### src/hdl/sliding_window_tile_map_defines.svh
// Assertion helpers for the tile map.
`ifndef SLIDING_WINDOW_TILE_MAP_DEFINES_SVH
`define SLIDING_WINDOW_TILE_MAP_DEFINES_SVH
`define SWTM_ASSERT(lbl, clk, rst_n, prop) \
    lbl: assert property (@(posedge clk) disable iff (!rst_n) prop) else $error("assertion failed");
`define SWTM_ASSERT_NR(lbl, clk, prop) \
    lbl: assert property (@(posedge clk) prop) else $error("assertion failed");
`endif

### src/hdl/swtm_pkg.sv
package swtm_pkg;
    localparam logic [1:0] OP_GET  = 2'd0;
    localparam logic [1:0] OP_SET  = 2'd1;
    localparam logic [1:0] OP_TAKE = 2'd2;
    localparam logic [1:0] OP_RECENTER = 2'd3;
    localparam logic [1:0] ST_OK  = 2'd0;
    localparam logic [1:0] ST_OUT = 2'd1;
    localparam logic [1:0] ST_OCC = 2'd2;
    typedef struct packed {
        logic [1:0]  op;
        logic signed [16:0] lx;
        logic signed [16:0] ly;
        logic        inwin;
        logic [15:0] handle;
        logic signed [15:0] px;
        logic signed [15:0] py;
    } t_cmd;
endpackage

### src/hdl/swtm_front.sv
module swtm_front (
    input  logic               i_clk,
    input  logic               i_rst_n,
    input  logic               i_valid,
    output logic               o_stall,
    input  logic [1:0]         i_op,
    input  logic signed [15:0] i_pos_x,
    input  logic signed [15:0] i_pos_y,
    input  logic [15:0]        i_handle_in,
    input  logic signed [15:0] i_center_x,
    input  logic signed [15:0] i_center_y,
    input  logic               i_radius_ok,
    input  logic [3:0]         i_radius,
    output logic               o_valid,
    input  logic               i_stall,
    output swtm_pkg::t_cmd     o_cmd
);
    // two-entry queue; intake stalls while it holds a command, so only one entry is ever occupied
    swtm_pkg::t_cmd r_q [2];
    logic [1:0] r_cnt;
    logic r_rd, r_wr;
    swtm_pkg::t_cmd w_c;
    logic w_in, w_out;
    always_comb begin
        w_c.op = i_op;
        w_c.lx = 17'(i_pos_x) - 17'(i_center_x);
        w_c.ly = 17'(i_pos_y) - 17'(i_center_y);
        w_c.inwin = (w_c.lx >= -$signed({1'b0, i_radius})) && (w_c.lx <= $signed({1'b0, i_radius}))
            && (w_c.ly >= -$signed({1'b0, i_radius})) && (w_c.ly <= $signed({1'b0, i_radius}))
            && i_radius_ok;
        w_c.handle = i_handle_in;
        w_c.px = i_pos_x;
        w_c.py = i_pos_y;
    end
    // a recenter in flight changes the center; hold intake until queue empties
    assign o_stall = r_cnt != 2'd0;
    assign w_in = i_valid && !o_stall;
    assign w_out = o_valid && !i_stall;
    assign o_valid = r_cnt != 2'd0;
    assign o_cmd = r_q[r_rd];
    always_ff @(posedge i_clk) begin
        if (w_in) r_q[r_wr] <= w_c;
        if (!i_rst_n) begin
            r_cnt <= '0; r_rd <= 1'b0; r_wr <= 1'b0;
        end else begin
            if (w_in) r_wr <= !r_wr;
            if (w_out) r_rd <= !r_rd;
            r_cnt <= r_cnt + 2'(w_in) - 2'(w_out);
        end
    end
endmodule

### src/hdl/swtm_back.sv
`include "sliding_window_tile_map_defines.svh"
module swtm_back #(
    parameter int RADIUS = 3
) (
    input  logic               i_clk,
    input  logic               i_rst_n,
    input  logic               i_valid,
    output logic               o_stall,
    input  swtm_pkg::t_cmd     i_cmd,
    output logic signed [15:0] o_center_x,
    output logic signed [15:0] o_center_y,
    output logic               o_valid,
    input  logic               i_stall,
    output logic [1:0]         o_status,
    output logic [15:0]        o_handle_out,
    output logic               o_evicted,
    output logic               o_last
);
    localparam int SIDE = 2 * RADIUS + 1;
    localparam int SLOTS = SIDE * SIDE;
    localparam int IW = $clog2(SLOTS);
    localparam logic [2:0] S_IDLE  = 3'd0;
    localparam logic [2:0] S_CLR   = 3'd1;
    localparam logic [2:0] S_ACC   = 3'd2;
    localparam logic [2:0] S_MOVE  = 3'd3;
    localparam logic [2:0] S_EVRD  = 3'd4;
    localparam logic [2:0] S_EVCK  = 3'd5;
    localparam logic [2:0] S_EVEND = 3'd6;
    // two banks: the live window and the one a recenter fills
    logic [15:0] r_mem [2][SLOTS];
    logic [15:0] r_rd;
    logic r_bank;
    logic [2:0] r_st;
    logic signed [16:0] r_dx, r_dy;
    logic [IW-1:0] r_i;
    logic signed [4:0] r_x, r_y;
    logic signed [15:0] r_cx, r_cy;
    logic [1:0] r_op;
    logic r_inwin;
    logic [15:0] r_hin;
    logic [IW-1:0] r_aidx;
    logic r_mv, r_mvin;
    logic [IW-1:0] r_mvi;
    logic r_pv;
    logic [15:0] r_ph;
    logic r_ov;
    logic [1:0] r_ostat;
    logic [15:0] r_oh;
    logic r_oev, r_olast;
    logic w_ofree, w_take, w_same;
    logic [IW-1:0] w_idx;
    logic signed [17:0] w_ox, w_oy, w_mx, w_my;
    logic w_oin, w_moved, w_evict;
    logic [IW-1:0] w_oidx, w_ridx, w_widx;
    logic w_we, w_wbank, w_accwe;
    logic [15:0] w_wdata;
    logic w_emit;
    logic [1:0] w_ostat;
    logic [15:0] w_oh;
    logic w_oev, w_olast;
    assign w_ofree = !r_ov || !i_stall;
    assign o_stall = (r_st != S_IDLE) || !w_ofree;
    assign w_take = i_valid && !o_stall;
    assign w_same = (i_cmd.px == r_cx) && (i_cmd.py == r_cy);
    assign w_idx = IW'((i_cmd.lx + 17'(RADIUS)) + (i_cmd.ly + 17'(RADIUS)) * 17'(SIDE));
    // move: origin of destination (r_x,r_y); evict: destination of origin (r_x,r_y)
    always_comb begin
        w_ox = 18'(r_x) + 18'(r_dx);
        w_oy = 18'(r_y) + 18'(r_dy);
        w_oin = (w_ox >= -18'(RADIUS)) && (w_ox <= 18'(RADIUS))
            && (w_oy >= -18'(RADIUS)) && (w_oy <= 18'(RADIUS));
        w_oidx = IW'((w_ox + 18'(RADIUS)) + (w_oy + 18'(RADIUS)) * 18'(SIDE));
        w_mx = 18'(r_x) - 18'(r_dx);
        w_my = 18'(r_y) - 18'(r_dy);
        w_moved = (w_mx >= -18'(RADIUS)) && (w_mx <= 18'(RADIUS))
            && (w_my >= -18'(RADIUS)) && (w_my <= 18'(RADIUS));
        w_evict = (r_rd != 16'd0) && !w_moved;
    end
    assign w_accwe = (r_st == S_ACC) && w_ofree && r_inwin
        && ((r_op == swtm_pkg::OP_SET && r_rd == 16'd0) || r_op == swtm_pkg::OP_TAKE);
    always_comb begin
        w_we = 1'b0; w_wbank = r_bank; w_widx = r_i; w_wdata = '0;
        if (r_mv) begin
            w_we = 1'b1; w_wbank = !r_bank; w_widx = r_mvi;
            w_wdata = r_mvin ? r_rd : '0;
        end else if (w_accwe) begin
            w_we = 1'b1; w_widx = r_aidx;
            w_wdata = (r_op == swtm_pkg::OP_SET) ? r_hin : '0;
        end else if (r_st == S_CLR) begin
            w_we = 1'b1;
        end
    end
    always_comb begin
        unique case (r_st)
            S_IDLE: w_ridx = w_idx;
            S_ACC: w_ridx = r_aidx;
            S_MOVE: w_ridx = w_oidx;
            default: w_ridx = r_i;
        endcase
    end
    always_ff @(posedge i_clk) begin
        if (w_we) r_mem[w_wbank][w_widx] <= w_wdata;
        r_rd <= r_mem[r_bank][w_ridx];
    end
    always_comb begin
        w_emit = 1'b0; w_ostat = swtm_pkg::ST_OK; w_oh = '0; w_oev = 1'b0; w_olast = 1'b1;
        unique case (r_st)
            S_IDLE: w_emit = w_take && (i_cmd.op == swtm_pkg::OP_RECENTER) && w_same;
            S_ACC: begin
                w_emit = w_ofree;
                if (!r_inwin) w_ostat = swtm_pkg::ST_OUT;
                else if (r_op == swtm_pkg::OP_SET) begin
                    if (r_rd != 16'd0) w_ostat = swtm_pkg::ST_OCC;
                end else w_oh = r_rd;
            end
            // hold one evicted word back so the final one can carry last
            S_EVCK: begin
                w_emit = w_ofree && w_evict && r_pv;
                w_oh = r_ph; w_oev = 1'b1; w_olast = 1'b0;
            end
            S_EVEND: begin
                w_emit = w_ofree;
                if (r_pv) begin
                    w_oh = r_ph; w_oev = 1'b1;
                end
            end
            default: ;
        endcase
    end
    always_ff @(posedge i_clk) begin
        if (!i_rst_n) r_ov <= 1'b0;
        else if (w_emit) r_ov <= 1'b1;
        else if (!i_stall) r_ov <= 1'b0;
        if (w_emit) begin
            r_ostat <= w_ostat; r_oh <= w_oh; r_oev <= w_oev; r_olast <= w_olast;
        end
    end
    always_ff @(posedge i_clk) begin
        if (!i_rst_n) begin
            r_st <= S_CLR; r_i <= '0; r_bank <= 1'b0; r_mv <= 1'b0;
            r_pv <= 1'b0; r_cx <= '0; r_cy <= '0;
        end else begin
            r_mv <= (r_st == S_MOVE);
            unique case (r_st)
                S_CLR: begin
                    if (int'(r_i) == SLOTS - 1) r_st <= S_IDLE;
                    else r_i <= r_i + 1'b1;
                end
                S_IDLE: begin
                    if (w_take) begin
                        r_op <= i_cmd.op; r_inwin <= i_cmd.inwin;
                        r_hin <= i_cmd.handle; r_aidx <= w_idx;
                        if (i_cmd.op == swtm_pkg::OP_RECENTER) begin
                            r_dx <= 17'(i_cmd.px) - 17'(r_cx);
                            r_dy <= 17'(i_cmd.py) - 17'(r_cy);
                            if (!w_same) begin
                                r_cx <= i_cmd.px; r_cy <= i_cmd.py;
                                r_i <= '0; r_x <= -5'(RADIUS); r_y <= -5'(RADIUS);
                                r_pv <= 1'b0; r_st <= S_MOVE;
                            end
                        end else begin
                            r_st <= S_ACC;
                        end
                    end
                end
                S_ACC: begin
                    if (w_ofree) r_st <= S_IDLE;
                end
                S_MOVE: begin
                    if (int'(r_i) == SLOTS - 1) begin
                        r_st <= S_EVRD; r_i <= '0;
                        r_x <= -5'(RADIUS); r_y <= -5'(RADIUS);
                    end else begin
                        r_i <= r_i + 1'b1;
                        if (r_x == 5'(RADIUS)) begin
                            r_x <= -5'(RADIUS); r_y <= r_y + 5'sd1;
                        end else r_x <= r_x + 5'sd1;
                    end
                    r_mvi <= r_i; r_mvin <= w_oin;
                end
                S_EVRD: r_st <= S_EVCK;
                S_EVCK: begin
                    if (!w_evict || !r_pv || w_ofree) begin
                        if (w_evict) begin
                            r_pv <= 1'b1; r_ph <= r_rd;
                        end
                        if (int'(r_i) == SLOTS - 1) begin
                            r_st <= S_EVEND;
                        end else begin
                            r_st <= S_EVRD; r_i <= r_i + 1'b1;
                            if (r_x == 5'(RADIUS)) begin
                                r_x <= -5'(RADIUS); r_y <= r_y + 5'sd1;
                            end else r_x <= r_x + 5'sd1;
                        end
                    end
                end
                S_EVEND: begin
                    if (w_ofree) begin
                        r_pv <= 1'b0; r_bank <= !r_bank; r_st <= S_IDLE;
                    end
                end
                default: r_st <= S_IDLE;
            endcase
        end
    end
    assign o_center_x = r_cx;
    assign o_center_y = r_cy;
    assign o_valid = r_ov;
    assign o_status = r_ostat;
    assign o_handle_out = r_oh;
    assign o_evicted = r_oev;
    assign o_last = r_olast;
    `SWTM_ASSERT(a_hold, i_clk, i_rst_n, r_ov && i_stall |=> r_ov && $stable(r_oh))
    `SWTM_ASSERT(a_ev_ok, i_clk, i_rst_n, r_ov && r_oev |-> r_ostat == swtm_pkg::ST_OK)
    `SWTM_ASSERT(a_busy, i_clk, i_rst_n, r_st != S_IDLE |-> o_stall)
    `SWTM_ASSERT(a_emit_free, i_clk, i_rst_n, w_emit |-> w_ofree)
endmodule

### src/hdl/sliding_window_tile_map.sv
// Get, set and take: front queue, back-end table read, then the output register; the back end
// takes no new command until the word is registered. Recenter to the same center: one word,
// registered as the back end takes the command. Other recenters: a slot move, an eviction scan
// that reads and checks each slot in turn and a closing state; the last word comes from that
// state, and output stalls lengthen the scan. Synchronous active-low reset zeroes the center,
// then a clearing pass empties every slot of the live bank while the back end takes nothing.
module sliding_window_tile_map #(
    parameter int RADIUS = 3
) (
    input  logic               i_clk,
    input  logic               i_rst_n,
    input  logic               i_valid,
    output logic               o_stall,
    input  logic [1:0]         i_op,
    input  logic signed [15:0] i_pos_x,
    input  logic signed [15:0] i_pos_y,
    input  logic [15:0]        i_handle_in,
    output logic               o_valid,
    input  logic               i_stall,
    output logic [1:0]         o_status,
    output logic [15:0]        o_handle_out,
    output logic               o_evicted,
    output logic               o_last
);
    swtm_pkg::t_cmd w_cmd;
    logic w_v, w_s;
    logic signed [15:0] w_cx, w_cy;
    swtm_front u_front (
        .i_clk, .i_rst_n, .i_valid, .o_stall, .i_op, .i_pos_x, .i_pos_y, .i_handle_in,
        .i_center_x(w_cx), .i_center_y(w_cy), .i_radius_ok(1'b1), .i_radius(4'(RADIUS)),
        .o_valid(w_v), .i_stall(w_s), .o_cmd(w_cmd)
    );
    swtm_back #(.RADIUS(RADIUS)) u_back (
        .i_clk, .i_rst_n, .i_valid(w_v), .o_stall(w_s), .i_cmd(w_cmd),
        .o_center_x(w_cx), .o_center_y(w_cy), .o_valid, .i_stall,
        .o_status, .o_handle_out, .o_evicted, .o_last
    );
endmodule
### config.mk
export PLATFORM = sky130hd
export DESIGN_NAME = sliding_window_tile_map
export DESIGN_NICKNAME = d
export VERILOG_FILES = /design/src/hdl/swtm_pkg.sv /design/src/hdl/swtm_front.sv /design/src/hdl/swtm_back.sv /design/src/hdl/sliding_window_tile_map.sv
export VERILOG_INCLUDE_DIRS = /design/src /design/src/hdl
export SDC_FILE = /design/constraint.sdc
export NUM_CORES = 2
export LEC_CHECK = 0
export ABC_CLOCK_PERIOD_IN_PS = 6900
export BUFFER_PORTS_ARGS = -buffer_cell sky130_fd_sc_hd__buf_2
export CELL_PAD_IN_SITES_DETAIL_PLACEMENT = 0
export CELL_PAD_IN_SITES_GLOBAL_PLACEMENT = 2
export CORE_ASPECT_RATIO = 0.7
export CORE_UTILIZATION = 50
export CTS_BUF_LIST = sky130_fd_sc_hd__clkbuf_8
export CTS_CLUSTER_SIZE = 28
export DETAILED_ROUTE_END_ITERATION = 8
export PLACE_DENSITY = 0.87
export SYNTH_ARGS = -nofsm -noshare
export SYNTH_HDL_FRONTEND = slang
export SYNTH_SLANG_ARGS = --single-unit
### constraint.sdc
create_clock -name i_clk -period 6.9 [get_ports i_clk]
set_clock_uncertainty 0.1 [all_clocks]
set_input_delay 0.345 -clock i_clk [delete_from_list [all_inputs] [get_ports i_clk]]
set_output_delay 0.345 -clock i_clk [all_outputs]
set_load 0.01 [all_outputs]
=== After elaboration in Yosys (flattened, before gate mapping) ===
Memory sizes are Yosys's and may differ from the RTL's. A register that Yosys moved wholly into a read port is not among the register bits.
Cells that the tools add are included.

* Add/sub/neg operators: 19
* $mul: 2
* $lt $le $gt $ge: 15
* Equality and inequality tests: 25
* Mux-type cells: 73
* Bitwise operators: 3
* Reductions and logical operators: 58

{| class="wikitable"
|+ Operator list
! operator !! count
|-
| 784-bit 2-to-1 mux || 1
|-
| 16-bit 2-to-1 mux || 10
|-
| 16-bit binary-select mux with 6-bit select || 1
|-
| 16-bit demux with 6-bit select || 1
|-
| 18-bit by 3-bit >= comparator with 1-bit output (second input constant) || 4
|-
| 18-bit by 3-bit <= comparator with 1-bit output (second input constant) || 4
|-
| 16-bit by 16-bit subtractor with 17-bit output || 4
|-
| 5-bit 2-to-1 mux || 11
|-
| 6-bit 2-to-1 mux || 8
|-
| 16-bit case mux with 3 select lines || 1
|-
| 5-bit by 17-bit adder with 18-bit output || 2
|-
| 5-bit by 17-bit subtractor with 18-bit output || 2
|-
| 17-bit by 3-bit >= comparator with 1-bit output (second input constant) || 2
|-
| 17-bit by 3-bit <= comparator with 1-bit output (second input constant) || 2
|-
| 16-bit == test || 2
|-
| 5-bit case mux with 3 select lines || 2
|-
| 6-bit case mux with 4 select lines || 1
|-
| 1-bit 2-to-1 mux || 23
|-
| 1-bit logical AND || 22
|-
| 3-bit 2-to-1 mux || 7
|-
| 18-bit by 3-bit adder with 18-bit output (second input constant) || 1
|-
| 18-bit by 4-bit multiplier with 6-bit output (second input constant) || 1
|-
| 3-bit case mux with 6 select lines || 1
|-
| 6-bit case mux with 3 select lines || 1
|-
| 40 further kinds || 81
|}

* Flip-flop bits (word level): 177
* Memory bits (writable): 1738
* Input bits: 54
* Output and inout bits: 22
* Logic and storage cells: 225
* Memories: 2

{| class="wikitable"
|+ Memory list
! name !! words !! width !! read ports !! clocked after Yosys merged registers in !! wr ports !! line !! text
|-
| u_back.r_mem || 2 || 784 || 1 || 1 || 1 || swtm_back.sv:30 || <nowiki>logic [15:0] r_mem [2][SLOTS];</nowiki>
|-
| u_front.r_q || 2 || 85 || 1 || 1 || 1 || swtm_front.sv:19 || <nowiki>swtm_pkg::t_cmd r_q [2];</nowiki>
|}

=== Depth between registers and ports, before layout ===
* Word-level depth: 13
* Gate-level depth with buffers: 23
* Depth with buffers taken out: 21

=== Modules after synthesis ===
Synthesis repeated with hierarchy kept, for this count alone.

* Cell total of the unflattened synthesis: 4990
* Area, all modules: 82779.4 um^2

{| class="wikitable"
|+ Modules (own cells, without submodules)
! module !! instances !! cells an instance !! area an instance (um^2) !! sequential area each (um^2)
|-
| swtm_back || 1 || 4286 || 73481.7 || 51689.6
|-
| swtm_front || 1 || 702 || 9290.2 || 5205.0
|-
| sliding_window_tile_map || 1 || 2 || 7.5 || 0.0
|}

=== Least setup slack after synthesis ===
Ideal clock, no wire load.

* Path kind: register -> register
* Start: reg u_back.r_y[0]
* End: reg u_back.r_rd[13]
* Arrival time: 5434 ps
* Required time: 6679 ps
* Setup slack: 1245 ps
* Cell stages (with the launch flop): 22
* Buffers on the path: 2
* Clock period less this slack: 5655 ps
* Cells stage by stage: edfxtp_1 > ha_1 > fa_1 > inv_1 > ha_1 > inv_1 > xnor2_1 > ha_1 > fa_1 > inv_1 > fa_1 > inv_1 > ha_1 > xnor2_1 > o32ai_1 > a31o_2 > buf_2 > clkbuf_1 > mux4_2 > mux2i_1 > o22ai_1 > mux2_2

* Word-level cells in the longest chain between the ends: 9

{| class="wikitable"
|+ Ends and longest elaborated chain
! element !! line !! text
|-
| start: declaration || swtm_back.sv:36 || <nowiki>logic signed [4:0] r_x, r_y;</nowiki>
|-
| start signal: assignment || swtm_back.sv:172 || <nowiki>r_x <= -5'(RADIUS); r_y <= -5'(RADIUS);</nowiki>
|-
| start signal: assignment || swtm_back.sv:176 || <nowiki>r_x <= -5'(RADIUS); r_y <= r_y + 5'sd1;</nowiki>
|-
| start signal: assignment || swtm_back.sv:192 || <nowiki>r_x <= -5'(RADIUS); r_y <= r_y + 5'sd1;</nowiki>
|-
| 5-bit by 17-bit adder with 18-bit output || swtm_back.sv:69 || <nowiki>w_oy = 18'(r_y) + 18'(r_dy);</nowiki>
|-
| 18-bit by 3-bit adder with 18-bit output || swtm_back.sv:72 || <nowiki>w_oidx = IW'((w_ox + 18'(RADIUS)) + (w_oy + 18'(RADIUS)) * 18'(SIDE));</nowiki>
|-
| 18-bit by 4-bit multiplier with 6-bit output || swtm_back.sv:72 ||
|-
| 6-bit adder || swtm_back.sv:72 ||
|-
| 6-bit case mux with 3 select lines || swtm_back.sv:94 || <nowiki>unique case (r_st)</nowiki>
|-
| 6-bit NOT with 7-bit output (implied by the code) || swtm_back.sv:103 || <nowiki>r_rd <= r_mem[r_bank][w_ridx];</nowiki>
|-
| 16-bit binary-select mux with 6-bit select || swtm_back.sv:103 ||
|-
| 16-bit 2-to-1 mux (implied by the code) (2 in a row) || swtm_back.sv:103 ||
|-
| end signal: assignment || swtm_back.sv:103 ||
|-
| end: declaration || swtm_back.sv:31 || <nowiki>logic [15:0] r_rd;</nowiki>
|}

No other way between the ends. The select of a mux whose other input is x is not followed.
A chain may end at the register's enable or synchronous reset.

=== Worst setup path after layout ===
* Start: reg u_back.r_y[0]
* End: reg u_back.r_rd[2]

The elaborated chain is that of the path after synthesis.

==> flow_metrics.tcl <==
set metrics [dict create \
    grt_pass1_vias 43100 \
    timing.hold.ws_ps 82.1 \
    crit_path_max_fanout 43 \
    num_rows 122 \
    start_kind "flop" \
    numCtsBuffers 296 \
    path_clk_slew_ps 70 \
    synthTopCellsByArea "edfxtp_1, mux4_2, ha_1" \
    netlist.top_cell.by_area "edfxtp_1" \
    worstPathArrival_ps 7130 \
    yosysMostFrequentCell "edfxtp_1" \
    hold_violations 0 \
    rsz0062_at_grt "false" \
    violations "antenna violations" \
    async_flop_share 0 \
    die-area_um2 161000 \
    vias_per_cell 6.15 \
    hold_path_depth 2 \
    min_period_ps 6330 \
    synthTopCellsByCount "edfxtp_1, mux4_2, nand2_1, nor2_1, ha_1" \
    drt_iter0_drc 6386 \
    start_util 0.504 \
    wl_per_cell_um 29.1 \
    cap_violations 0 \
    io-pin-count 76 \
    port_buffers 75 \
    fmax_ghz 0.158 \
    synth_seq_cells 1873 \
    cts_root_buf "clkbuf_8" \
    fin_crit_sh 0.918 \
    cts_setup_buffers 0 \
    synth.net_count 4871 \
    die_w_um 479 \
    postRouteAntennaNets 1 \
    cts_hold_buf 92 \
    antenna_found_initial 8 \
    syn_avg_cell_area_um2 17.2 \
    relSlewSlack 0.111 \
    final_core_util 0.566 \
    ys.flop_type "edfxtp_1" \
    dp_hpwl_mm 139 \
    synth_area_um2 79600 \
    yosysUniqueCellTypes 88 \
    drc_errors 0 \
    grtUsageTotal 0.265 \
    num_vias 45300 \
    syn_to_final_growth_pct 12.4 \
    synth_cells 4639 \
    grt_pass1_wl_mm 306 \
    cp.required_ps 7690 \
    gp_congestion 0.935 \
    layout-drive-gt1-share 0.211 \
    nets 5285 \
    tns_ps 0 \
    cts_tree "built" \
    synth_top_area_share 0.681 \
    numClockSinks 1873 \
    setup_violations 0 \
    yosys_warnings 0 \
    hold_path_class "in -> reg" \
    critPathKind "reg -> reg" \
    die-height_um 336 \
    endpoint_kind "flop" \
    core_um2 158000 \
    pwr_density_cell_nw_per_um2 257 \
    ctsHtreeMaxLevel 5 \
    grt_max_degree 137 \
    run_status "finished, violations left" \
    cts_resized 0 \
    clk-insertion-delay-late_ps 1030 \
    synth_edf_count 1806 \
    slew_violations 0 \
    yosysSeqAreaShare 0.698 \
    routed_wl_mm 214 \
    overflow 0 \
    vdd_drop_max_mv 0.261 \
    p_leak_nw 25.9 \
    firstDrtPassIters 6 \
    cts_buffer_depth 4 \
    worst_pin_slew_ps 1330 \
    rr_worst_depth 20 \
]
==> report_power, final <==
part | internal [mW] | switching [mW] | total [mW]
sequential | 12.5 | 0.0904 | 12.6
combinational | 0.620 | 1.18 | 1.80
clock | 4.32 | 4.24 | 8.56
==> critical path: stages, from the launching register on <==
cell,delay (ps)
edfxtp_1,470
ha_1,270
fa_1,530
inv_1,140
ha_1,240
inv_1,110
xnor2_1,330
ha_1,310
fa_1,520
inv_1,50
fa_1,480
inv_1,50
ha_1,320
xnor2_1,150
o32ai_1,280
a31o_4,530
buf_4,360
a311oi_1,70
a21oi_1,470
o22ai_1,140
mux2_2,290
==> final cells by class <==
| cell class | count | area [um^2] |
|---|---|---|
| multi-input combinational | 2381 | 22700 |
| tap | 2108 | 2640 |
| clock buffer | 303 | 4170 |
| inverter | 157 | 589 |
| antenna | 8 | 20.0 |
| clock inverter | 184 | 948 |
| sequential | 1873 | 55600 |
| timing repair buffer | 344 | 2810 |
| fill | 12100 | 68500 |
==> layout by cell type (no fill, tap or decap), types with 9 or more instances in the layout <==
cell type and count:
buf_12 15, fa_1 20, a21oi_1 150, xnor2_1 97, buf_2 75, xor2_1 39, a21o_1 29, a22o_4 16
mux4_2 388, o31a_1 9, nor4_1 20, nand3_1 35, nand2b_1 26, nand4_1 26, inv_1 245, mux2i_1 74
and3_1 11, clkinv_1 54, o21ai_0 54, a211oi_1 109, clkinv_2 25, and2_1 90, a22o_1 18, ha_1 158
dfxtp_1 65, nor2_1 247, a31oi_1 50, o21bai_1 18, dlygate4sd3_1 92, o21a_1 21, edfxtp_1 1806, buf_4 162
nor3_1 46, o22ai_1 20, o31ai_1 9, a311oi_1 50, mux2_2 63, nand2_1 300, clkbuf_8 303, nor2b_1 35
==> sequential cells by signal, summed over array words and instances (netlist names), 17 cells and up, named ones only <==
name / flops
u_back.r_dy: 17
u_front.r_q: 126
u_back.r_mem: 1568
u_back.r_dx: 17
==> through the flow <==
stage	setup WS [ps]	area, um^2	total power [mW]	std cells
after global routing	221	89500	23.7	7351
after global placement	694	83400	14.5	6771
final	568	89500	23.0	7358
after floorplan	1250	79600	13.9	4639
after detailed placement	615	83400	14.5	6771
after CTS	600	89500	23.0	7350
==> routing by layer <==
layer | vias up | wire length [um] | track usage
met5 | - | 27 | 0
met4 | 4 | 3260 | 0.0604
met3 | 254 | 29200 | 0.0936
met2 | 2543 | 87800 | 0.348
met1 | 23200 | 93700 | 0.418
li1 | 19200 | - | -
==> worst paths after layout <==
kind	to	from	slack (ps)
setup reg to reg	u_back.r_rd[2]	u_back.r_y[0]	570
hold / removal	u_front.r_q[1][13]	i_pos_y[13]	80
setup / recovery	u_back.r_rd[2]	u_back.r_y[0]	570
hold reg to reg	u_back.o_center_y[2]	u_back.o_center_y[2]	390
==> logic make-up (layout without fill, tap and decap cells) <==
logic type	Yosys count	count (layout)	synth area share
DFF	1873	1873	0.698
and+or+nand+nor	910	910	0.0545
AOI/OAI and AO/OA	632	632	0.0553
muxes	525	525	0.128
buffers and inverters	385	988	0.0190
adders and majority gates	178	178	0.0299
xor gates and xnor gates	136	136	0.0150
other	0	8	0
Power figures use the tool's default switching activity.
